--- config.mk ---
export PLATFORM = sky130hd
export DESIGN_NAME = ptts_ram
export DESIGN_NICKNAME = d
export VERILOG_FILES = /design/src/ptts_ram.sv
export SDC_FILE = /design/constraint.sdc
export NUM_CORES = 1
export LEC_CHECK = 0
export BUFFER_PORTS_ARGS = -buffer_cell sky130_fd_sc_hd__buf_2
export CAP_MARGIN = 0
export CORE_MARGIN = 2
export CORE_UTILIZATION = 60
export CTS_CLUSTER_DIAMETER = 50
export DETAILED_ROUTE_END_ITERATION = 7
export PLACE_DENSITY = 0.84
export SETUP_SLACK_MARGIN = 0.05
export SLEW_MARGIN = 40
export SYNTH_ARGS = -nofsm -noshare
export SYNTH_HDL_FRONTEND = slang
export SYNTH_SLANG_ARGS = --single-unit
--- constraint.sdc ---
create_clock -name clock -period 3.67 [get_ports clock]
set_input_delay 0.734 -clock clock [delete_from_list [all_inputs] [get_ports clock]]
set_output_delay 0.734 -clock clock [all_outputs]
set_load 0.01 [all_outputs]
--- src/ptts_ram.sv ---
// ----------------------------------------------------------------------------
// Piece table text store RAM
// Simple dual-port RAM with one write port and a registered read port.
// ----------------------------------------------------------------------------
`default_nettype none

module ptts_ram #(
   parameter int WIDTH = 8,
   parameter int DEPTH = 64
) (
   input  wire logic                     clock,
   input  wire logic                     wr_en,
   input  wire logic [$clog2(DEPTH)-1:0] wr_addr,
   input  wire logic [WIDTH-1:0]         wr_data,
   input  wire logic [$clog2(DEPTH)-1:0] rd_addr,
   output logic      [WIDTH-1:0]         rd_data
);

   logic [WIDTH-1:0] mem [DEPTH];
   logic [WIDTH-1:0] rd_data_ff;

   always_ff @(posedge clock) begin
      if (wr_en) begin
         mem[wr_addr] <= wr_data;
      end
      rd_data_ff <= mem[rd_addr];
   end

   assign rd_data = rd_data_ff;

endmodule

`default_nettype wire

* After elaboration in Yosys (flattened, before gate mapping)
Memories as Yosys holds them, arrays and structs flattened. A register that Yosys moved wholly into a read port is not among the register bits.
Cells that the tools add are included.
** Word-level totals
- Bits in registers :: 0
- RAM bits :: 512
- Input bits :: 22
- Output and inout bits :: 8
- Word-level logic and storage cells :: 3
- Memories :: 1
** Memory list
- mem :: words 64, bits a word 8, rd ports 1, clocked after Yosys merged registers in 1, wr ports 1, RTL line 19 : logic [WIDTH-1:0] mem [DEPTH];
** Cells by class
- Mux-type cells :: 2
** Operators by type and width (number)
- 1-bit two-way mux :: 2

* Depth between registers and ports, before layout
Gate-level depths: netlist of the first run.
- Depth after elaboration :: 2
- Depth in mapped cells :: 9
- Depth with buffers taken out :: 5

* Worst setup path after synthesis of the first run
No wires, ideal clock.
- Kind :: input to register
- Start :: input port rd_addr[1]
- End :: register rd_data_ff[3], in the netlist rd_data[3], read port of mem
- Library setup time :: 0.128 ns
- Data arrival time :: 2.274 ns
- Path slack :: 1.268 ns
- Cell stages on the path :: 7
- Buffers on the path :: 3
- Cell sequence :: buf_4 buf_2 buf_2 mux4_2 mux4_2 o21ai_1 o41ai_1
** RTL lines
- from (decl) :: RTL line 15 : input wire logic [$clog2(DEPTH)-1:0] rd_addr,
- to (decl) :: RTL line 20 : logic [WIDTH-1:0] rd_data_ff;

==> results of run 1 <==
==> cell type report <==
class	instances	area, um^2
antenna	1	2.50
clock buffer	67	1360
clock inverter	21	199
fill	1929	10700
multi-input combinational	369	4350
sequential	520	15500
tap	448	561
timing repair buffer	82	627
==> worst paths after layout <==
kind	startpoint	endpoint	slack (ps)	cells past startpoint
setup / recovery	rd_addr[0]	rd_data[3]	1020	5
hold / removal	rd_addr[5]	rd_data[2]	660	3
setup reg to reg	mem[3][3]	rd_data[3]	1480	4
hold reg to reg	mem[23][2]	rd_data[2]	860	4
==> worst max-delay path: stages <==
cell and delay, ps:
clkbuf_8 420, buf_12 260, mux4_2 530, a2111oi_0 890
o41ai_1 170
==> cell usage in the layout (no fill, tap or decap), types with 3 or more instances in the layout <==
master / n
nand3b_1: 3
dfxtp_1: 8
o2bb2ai_1: 3
a211oi_1: 4
nand2_1: 19
nand3_1: 13
clkbuf_1: 14
a22oi_1: 3
mux2_2: 13
nand2b_1: 7
o221ai_1: 8
edfxtp_1: 512
buf_4: 59
mux4_2: 126
bufinv_16: 4
buf_12: 4
nor2_1: 71
a221oi_1: 6
nor2b_1: 14
nor2_2: 12
clkbuf_8: 3
nor3_1: 7
clkbuf_16: 51
o2111ai_1: 3
clkinv_1: 10
clkinv_2: 5
mux2i_1: 23
a21oi_1: 3
o22ai_1: 8
buf_2: 18
==> per-stage QoR <==
stage,cells,setup WS [ps],hold WS (ps)
final,1508,1020,663
after global routing,1507,923,642
after CTS,1507,1070,622
after detailed placement,1419,463,820
after global placement,1419,574,785
after floorplan,940,1270,718
==> state kept, by name, summed over array words and instances, names as in the netlist <==
name and count:
rd_data 8, mem 512
==> report_power, final <==
| group | total (mW) | switching [mW] | internal [mW] |
|---|---|---|---|
| clock | 4.95 | 2.10 | 2.86 |
| combinational | 0.611 | 0.379 | 0.232 |
| sequential | 6.59 | 0.0192 | 6.57 |
| total | 12.2 | 2.49 | 9.66 |
==> per-layer routing <==
| layer | vias to the layer above | part of all wire | GRT usage | routed length, um |
|---|---|---|---|---|
| met5 | - | 0.00033 | 0 | 15 |
| met1 | 5185 | 0.37 | 0.370 | 16400 |
| li1 | 4085 | - | - | - |
| met4 | 2 | 0.031 | 0.0849 | 1380 |
| met2 | 784 | 0.49 | 0.417 | 22000 |
| met3 | 104 | 0.11 | 0.0516 | 4980 |
==> cell families after synthesis <==
group                  Yosys count  synth area share
and+or+nand+nor                153            0.0339
muxes                          162             0.159
DFF                            520             0.770
AOI/OAI and AO/OA               54            0.0207
buffers and inverters           51            0.0157
==> Yosys cell counts, drive strengths merged, types with 4 or more instances <==
master	count
a211oi	4
a221oi	6
buf	34
clkbuf	17
dfxtp	8
edfxtp	512
mux2	13
mux2i	23
mux4	126
nand2	19
nand2b	7
nand3	13
nor2	83
nor2b	14
nor3	7
o21ai	4
o221ai	8
o22ai	8
==> run_results.csv, run 1 <==
group,metric,value,unit
job,max_cap_viol_count,0,
clocking,clkSinkCount,520,
yosys,netlist_instances,940,
sta,period_needed,2650,ps
die,die_x,187,um
power,p_leak,7.13,nW
clocking,clk_pin_slew_worst_paths,60,ps
run_status,status,"finished clean",
sta,final.setup.tns,0,ps
detailed_routing,ant_nets,0,
die,dieHeight,187,um
detailed_routing,wl_per_cell,29.7,um
placement,placed_area,0.0210,mm^2
power,power_density,537,mW/mm^2
global_routing,grt_pass1_wl,66800,um
placement,portBuffers,29,
finish,final_nets,1044,
global_routing,grt_pass1_vias,10200,
sta,slew_headroom,0.339,
critical_path,path_max_fanout,46,
yosys,async_flop_share,0,
clocking,htreeDepth,2,
clocking,cts_max_path_buffers,3,
yosys,syn_nets,962,
die,ios,30,
placement,hpwl,25600,um
power,ir_drop,0.317,mV
finish,final_cell_area,0.0226,mm^2
yosys,ys_top_cells_by_area,"edfxtp_1 76%, mux4_2 14%, nor2_1 1.5%",
finish,utilization,0.680,
clocking,tritoncts,"yes",
global_routing,grt_overflow_total,0,
yosys,synth-edff-count,512,
sta,maxSlewViolCount,0,
power,finalPower,12.2,mW
die,core,0.0333,mm^2
critical_path,worst-setup-path-type,"in2reg",
finish,area_growth,12.2,%
die,start_util,0.606,
die,num_rows,67,
detailed_routing,dr.first_iter.drc_count,1393,
finish,final_layout_size_suffix_gt1_frac,0.282,
yosys,synth_area,0.0202,mm^2
sta,report.final.hold_viol_count,0,
worst_hold_path,hp-class,"in2reg",
clocking,cts_buffers,49,
yosys,yosys.area.top_type,"edfxtp_1",
detailed_routing,drt-total-wl,44800,um
global_routing,grt_max_degree,65,
critical_path,worstPathArrival,3050,ps
critical_path,crit_path_start_kind,"input pin",
sta,fmax,377,MHz
sta,fin_skew,13.5,ps
detailed_routing,vias,10200,
sta,finalSetupViolCount,0,
yosys,avgSynthCellArea,21.5,um^2
die,die_area,0.0351,mm^2
sta,rsz0062_at_grt,"false",
clocking,postCtsResizedCells,0,
detailed_routing,route.detailed.drc,0,
yosys,synth.distinct_cells,40,
clocking,clk_latency,550,ps
yosys,ys_seq_elements,520,
clocking,cts_hold_buf,0,
yosys,synth_top_area_frac,0.762,
sta,tightest_slew,966,ps
detailed_routing,dr.pass1.iters,5,
yosys,yosysSeqAreaShare,0.770,
critical_path,end_kind,"flop",
critical_path,crit_required,4070,ps
clocking,clock-root-buffer,"clkbuf_16",
clocking,cts_setup_buffers,0,
sta,period_share,0.723,
yosys,yosys_warnings,0,
placement,gp_congestion,0.842,
global_routing,grt_antenna_before_repair,1,
global_routing,grt_use_total,0.261,
detailed_routing,viasPerCell,6.74,
yosys,synthFlopType,"edfxtp_1",
Note: power is estimated with default switching activity, not from simulation.
==> run 2, diff against run 1 <==
--- a/config.mk
+++ b/config.mk
@@ -5,6 +5,7 @@
 export SDC_FILE = /design/constraint.sdc
 export NUM_CORES = 1
 export LEC_CHECK = 0
+export ABC_AREA = 1
 export BUFFER_PORTS_ARGS = -buffer_cell sky130_fd_sc_hd__buf_2
 export CAP_MARGIN = 0
 export CORE_MARGIN = 2
==> constraint.sdc (replaced) <==
create_clock -name clock -period 2.8 [get_ports clock]
set_input_delay 0.56 -clock clock [delete_from_list [all_inputs] [get_ports clock]]
set_output_delay 0.56 -clock clock [all_outputs]
set_load 0.01 [all_outputs]
==> run_results.csv, run 2 <==
group,metric,value,unit
power,p_leak,8.75,nW
die,start_util,0.604,
critical_path,max_stage_delay,350,ps
detailed_routing,wl_per_cell,22.6,um
yosys,async_flop_share,0,
detailed_routing,vias,14800,
clocking,cts_buffers,51,
finish,final_nets,1898,
clocking,clk_latency,560,ps
global_routing,grt_pass1_vias,14100,
yosys,synth_top_family_by_area,"simple AND/OR/NAND/NOR gates",
global_routing,grt_max_degree,82,
global_routing,grt_antenna_before_repair,1,
critical_path,crit_path_start_kind,"input pin",
yosys,yosys.area.top_type,"edfxtp_1",
die,die_area,0.0371,mm^2
run_status,status,"finished clean",
job,max_cap_viol_count,0,
die,ios,30,
sta,period_share,0.652,
clocking,htreeDepth,2,
worst_hold_path,hold_path_depth,3,
die,die_x,193,um
critical_path,crit_required,3250,ps
clocking,clk_pin_slew_worst_paths,60,ps
yosys,synth_xor_area_frac,0,
clocking,cts_max_path_buffers,3,
finish,largest_reg_flops,512,
yosys,netlist_instances,1805,
placement,gp_congestion,0.972,
sta,rsz0062_at_grt,"false",
worst_hold_path,min_to,"rd_data[1]",
yosys,muxShareOfSynthArea,0,
power,power_density,679,mW/mm^2
yosys,synth.distinct_cells,16,
critical_path,path_common_cell,"nand3_1",
finish,area_growth,11.9,%
power,ir_drop,0.530,mV
yosys,synth_top_area_frac,0.720,
finish,layout_commonest_cell,"nand2_1",
detailed_routing,dr.pass1.iters,7,
sta,fmax,548,MHz
placement,portBuffers,29,
critical_path,critPathBufInv,3,
yosys,ys_seq_elements,520,
yosys,synth_compound_gate_area_share,0,
yosys,yosys_warnings,0,
clocking,clock-root-buffer,"clkbuf_16",
global_routing,grt_overflow_total,0,
yosys,synth_most_common_cell,"nand2_1",
worst_hold_path,min_from,"rd_addr[5]",
critical_path,cp_cell_sequence,"buf_4, inv_4, buf_12, nand3_1, nand3_1, nand2_1, nand2_1, nand3_1, nand3_1, nand2_1",
detailed_routing,route.detailed.drc,0,
yosys,ys_top_cells_by_area,"edfxtp_1 72%, nand2_1 11%, nand3_1 10%",
critical_path,end_kind,"flop",
yosys,yosys.area_share.adder,0,
clocking,postCtsResizedCells,0,
sta,finalSetupViolCount,0,
detailed_routing,ant_nets,0,
yosys,synth.top_cells.by_count,"648 x nand2_1, 512 x edfxtp_1, 439 x nand3_1",
die,dieHeight,193,um
sta,slew_headroom,0.427,
finish,final_layout_size_suffix_gt1_frac,0.105,
sta,maxSlewViolCount,0,
detailed_routing,viasPerCell,6.22,
clocking,cts_setup_buffers,0,
sta,fin_skew,16.7,ps
clocking,cts_hold_buf,0,
critical_path,rr_startpoint,"mem[23][6]",
critical_path,crit_family,"buffers and inverters",
critical_path,slowest_stage,"inv_4",
critical_path,worstPathArrival,2270,ps
yosys,synthFlopType,"edfxtp_1",
sta,report.final.hold_viol_count,0,
sta,period_needed,1830,ps
yosys,yosysSeqAreaShare,0.728,
detailed_routing,dr.first_iter.drc_count,2355,
yosys,yosys.area_share.simple,0.232,
die,num_rows,69,
yosys,avgSynthCellArea,11.8,um^2
clocking,tritoncts,"yes",
power,finalPower,16.2,mW
critical_path,r2r-end,"rd_data[6]",
critical_path,ff2ff_path_depth,8,
clocking,clkSinkCount,520,
yosys,synth_area,0.0213,mm^2
yosys,syn_nets,1827,
sta,tightest_slew,857,ps
critical_path,r2r_setup_slack,1390,ps
finish,final_cell_mix,"648 x nand2_1, 512 x edfxtp_1, 439 x nand3_1",
global_routing,grt_pass1_wl,81000,um
worst_hold_path,hp-class,"in2reg",
yosys,synth-edff-count,512,
critical_path,worst-setup-path-type,"in2reg",
sta,final.setup.tns,0,ps
die,core,0.0353,mm^2
placement,hpwl,31700,um
detailed_routing,drt-total-wl,53800,um
finish,top_register,"mem",
critical_path,path_max_fanout,48,
global_routing,grt_use_total,0.294,
==> run 2: cell count changes in the layout (fill, tap and decap cells not counted), moves of 9 or more <==
cell and delta:
nand2_1 +629, nand3_1 +426, mux4_2 -126, buf_4 +24
mux2i_1 -23, buf_12 +16, nor2_1 -15, nor2b_1 -14
mux2_2 -13, nor2_2 -12, buf_2 +9, inv_1 +9
==> run 2: cell families after synthesis <==
group         Yosys count
buf+inv               125
flops                 520
simple gates         1160
==> run 2: routing by layer <==
metal / part of all wire / wire, um / global-route usage / up-vias
li1: - / - / - / 6490
met4: 0.053 / 2860 / 0.146 / 0
met3: 0.11 / 5820 / 0.0475 / 201
met1: 0.36 / 19300 / 0.390 / 7051
met5: 0 / 0 / 0 / -
met2: 0.48 / 25800 / 0.475 / 1038
==> run 2: worst max path at each step <==
stage	start	endpoint	slack, ps	cells past startpoint
after floorplan	wr_en	mem[48][0]	470	3
after global placement	rd_addr[1]	rd_data[6]	550	10
after detailed placement	rd_addr[1]	rd_data[7]	520	10
after CTS	rd_addr[1]	rd_data[6]	1080	10
after global routing	rd_addr[1]	rd_data[6]	970	10
final	rd_addr[1]	rd_data[6]	970	10
==> run 2: final cells by class <==
class | count | area [um^2]
Antenna cell | 3 | 7.51
Timing Repair Buffer | 131 | 1170
Sequential cell | 520 | 15500
Fill cell | 2344 | 11400
Clock inverter | 27 | 219
Inverter | 12 | 52.6
Clock buffer | 63 | 1360
Tap cell | 461 | 577
Multi-Input combinational cell | 1160 | 4950
==> run 2: report_power, final <==
part / total (mW) / internal, mW / switching, mW
Combinational: 1.05 / 0.283 / 0.771
Sequential: 8.65 / 8.61 / 0.0335
Clock: 6.50 / 3.72 / 2.78
==> run 2: worst register-to-register path, stage by stage (launching register included) <==
cell	delay [ps]
edfxtp_1	380
nand2_1	90
nand3_1	130
nand3_1	140
nand2_1	70
nand2_1	70
nand3_1	200
nand3_1	170
nand2_1	60
==> run 2: per-stage QoR <==
stage / instances / hold slack, ps / util / worst slack [ps] / cell area (um^2)
floorplan: 1805 / 659 / - / 474 / 21300
detailed placement: 2284 / 834 / 0.631 / 522 / 22300
CTS: 2374 / 323 / 0.676 / 1080 / 23900
global placement: 2284 / 800 / 0.631 / 553 / 22300
finish: 2377 / 331 / 0.676 / 974 / 23900
global route: 2375 / 339 / 0.676 / 966 / 23900
==> run 3, diff against run 2 <==
==> constraint.sdc (replaced) <==
create_clock -name clock -period 1.7 [get_ports clock]
set_input_delay 0.34 -clock clock [delete_from_list [all_inputs] [get_ports clock]]
set_output_delay 0.34 -clock clock [all_outputs]
set_load 0.01 [all_outputs]
==> run_results.csv, run 3 (synthesis gave the netlist of run 2 again) <==
group,metric,value,unit
run_status,status,"finished clean",
die,die_x,193,um
sta,period_needed,1540,ps
placement,portBuffers,29,
critical_path,cp_cell_sequence,"buf_2",
finish,final_nets,1932,
clocking,cts_hold_buf,0,
critical_path,cp-startpoint,"rd_data[6]",
finish,area_growth,15.7,%
power,finalPower,27.4,mW
global_routing,grt_overflow_total,0,
detailed_routing,wl_per_cell,22.7,um
clocking,postCtsResizedCells,0,
sta,slew_headroom,0.438,
sta,finalSetupViolCount,0,
global_routing,grt_max_degree,65,
critical_path,rr_startpoint,"mem[15][4]",
finish,largest_reg_flops,512,
clocking,tritoncts,"yes",
clocking,cts_setup_buffers,0,
detailed_routing,dr.first_iter.drc_count,2083,
sta,fmax,648,MHz
critical_path,r2r_setup_slack,300,ps
critical_path,slowest_stage,"dfxtp_1",
sta,report.final.hold_viol_count,0,
critical_path,cp-endpoint,"rd_data[6]",
clocking,cts_max_path_buffers,3,
critical_path,crit_path_start_kind,"flop",
die,dieHeight,193,um
clocking,clkSinkCount,520,
detailed_routing,drt-total-wl,54800,um
die,num_rows,69,
clocking,htreeDepth,2,
finish,diodes,0,
sta,tightest_slew,842,ps
clocking,clk_pin_slew_worst_paths,60,ps
sta,fin_skew,18.2,ps
clocking,clock-root-buffer,"clkbuf_16",
power,ir_drop,0.924,mV
global_routing,grt_antenna_before_repair,1,
sta,rsz0062_at_grt,"false",
placement,hpwl,32500,um
clocking,clk_latency,580,ps
detailed_routing,route.detailed.drc,0,
critical_path,crit_family,"flip-flops",
finish,final_cell_area,0.0247,mm^2
sta,final.setup.tns,0,ps
power,p_leak,9.04,nW
sta,maxSlewViolCount,0,
placement,gp_congestion,0.888,
critical_path,end_kind,"output port",
global_routing,grt_pass1_wl,82400,um
finish,final_cell_mix,"648 x nand2_1, 512 x edfxtp_1, 439 x nand3_1",
finish,top_register,"mem",
critical_path,r2r-end,"rd_data[4]",
job,max_cap_viol_count,0,
finish,final_layout_size_suffix_gt1_frac,0.145,
critical_path,max_stage_delay,440,ps
critical_path,path_max_fanout,1,
finish,layout_commonest_cell,"nand2_1",
critical_path,cp.depth,1,
detailed_routing,ant_nets,0,
critical_path,worstPathArrival,1200,ps
critical_path,worst-setup-path-type,"reg2out",
worst_hold_path,hp-class,"in2reg",
clocking,cts_buffers,51,
placement,placed_area,0.0230,mm^2
sta,period_share,0.908,
critical_path,critPathBufInv,1,
global_routing,grt_pass1_vias,14700,
global_routing,grt_use_total,0.301,
die,core,0.0353,mm^2
die,start_util,0.604,
detailed_routing,viasPerCell,6.22,
detailed_routing,vias,15000,
detailed_routing,dr.pass1.iters,6,
worst_hold_path,min_from,"rd_addr[5]",
critical_path,crit_required,1360,ps
power,power_density,1110,mW/mm^2
die,ios,30,
critical_path,ff2ff_path_depth,8,
die,die_area,0.0371,mm^2
## run 3: cell types whose count changed in the layout (fill, tap and decap cells not counted), sizes merged
| cell | delta |
|---|---|
| buf | +34 |
| bufinv | +1 |
| clkinvlp | +1 |
| diode | -3 |
| clkbuf | +13 |
| clkinv | -10 |
## run 3: metrics by stage
step            util  setup slack, ps  std cells  hold WS (ps)
6_report       0.699              156       2413           209
5_1_grt        0.699              154       2413           188
4_1_cts        0.699              151       2413           157
3_5_place_dp   0.651             -214       2318           753
3_3_place_gp   0.651             -185       2318           747
2_1_floorplan      -             -193       1805           439
## run 3: where the power goes
part	leakage [nW]	switching (mW)	internal, mW
Combinational	3.55	1.36	0.578
Sequential	4.67	0.0554	14.2
Clock	0.825	4.62	6.64
Total	9.04	6.04	21.4
## run 3: worst min path at each step
| stage | to | slack, ps | cells past startpoint |
|---|---|---|---|
| 6_report | rd_data[5] | 210 | 3 |
| 5_1_grt | rd_data[2] | 190 | 3 |
| 4_1_cts | rd_data[5] | 160 | 3 |
| 3_5_place_dp | rd_data[5] | 750 | 3 |
| 3_3_place_gp | rd_data[5] | 750 | 3 |
| 2_1_floorplan | mem[0][0] | 440 | 0 |
## run 3: cell type report
type	instances	area [um^2]
Inverter	12	66.3
Sequential cell	520	15500
Tap cell	461	577
Clock inverter	19	201
Clock buffer	76	1480
Fill cell	2201	10600
Multi-Input combinational cell	1160	5130
Timing Repair Buffer	165	1690
## run 3: metal layers
layer,up-vias,global-route usage,wire (um)
met5,-,0,0
met4,0,0.141,2360
met3,202,0.0658,7050
met2,1122,0.484,26300
met1,7136,0.396,19100
li1,6557,-,-
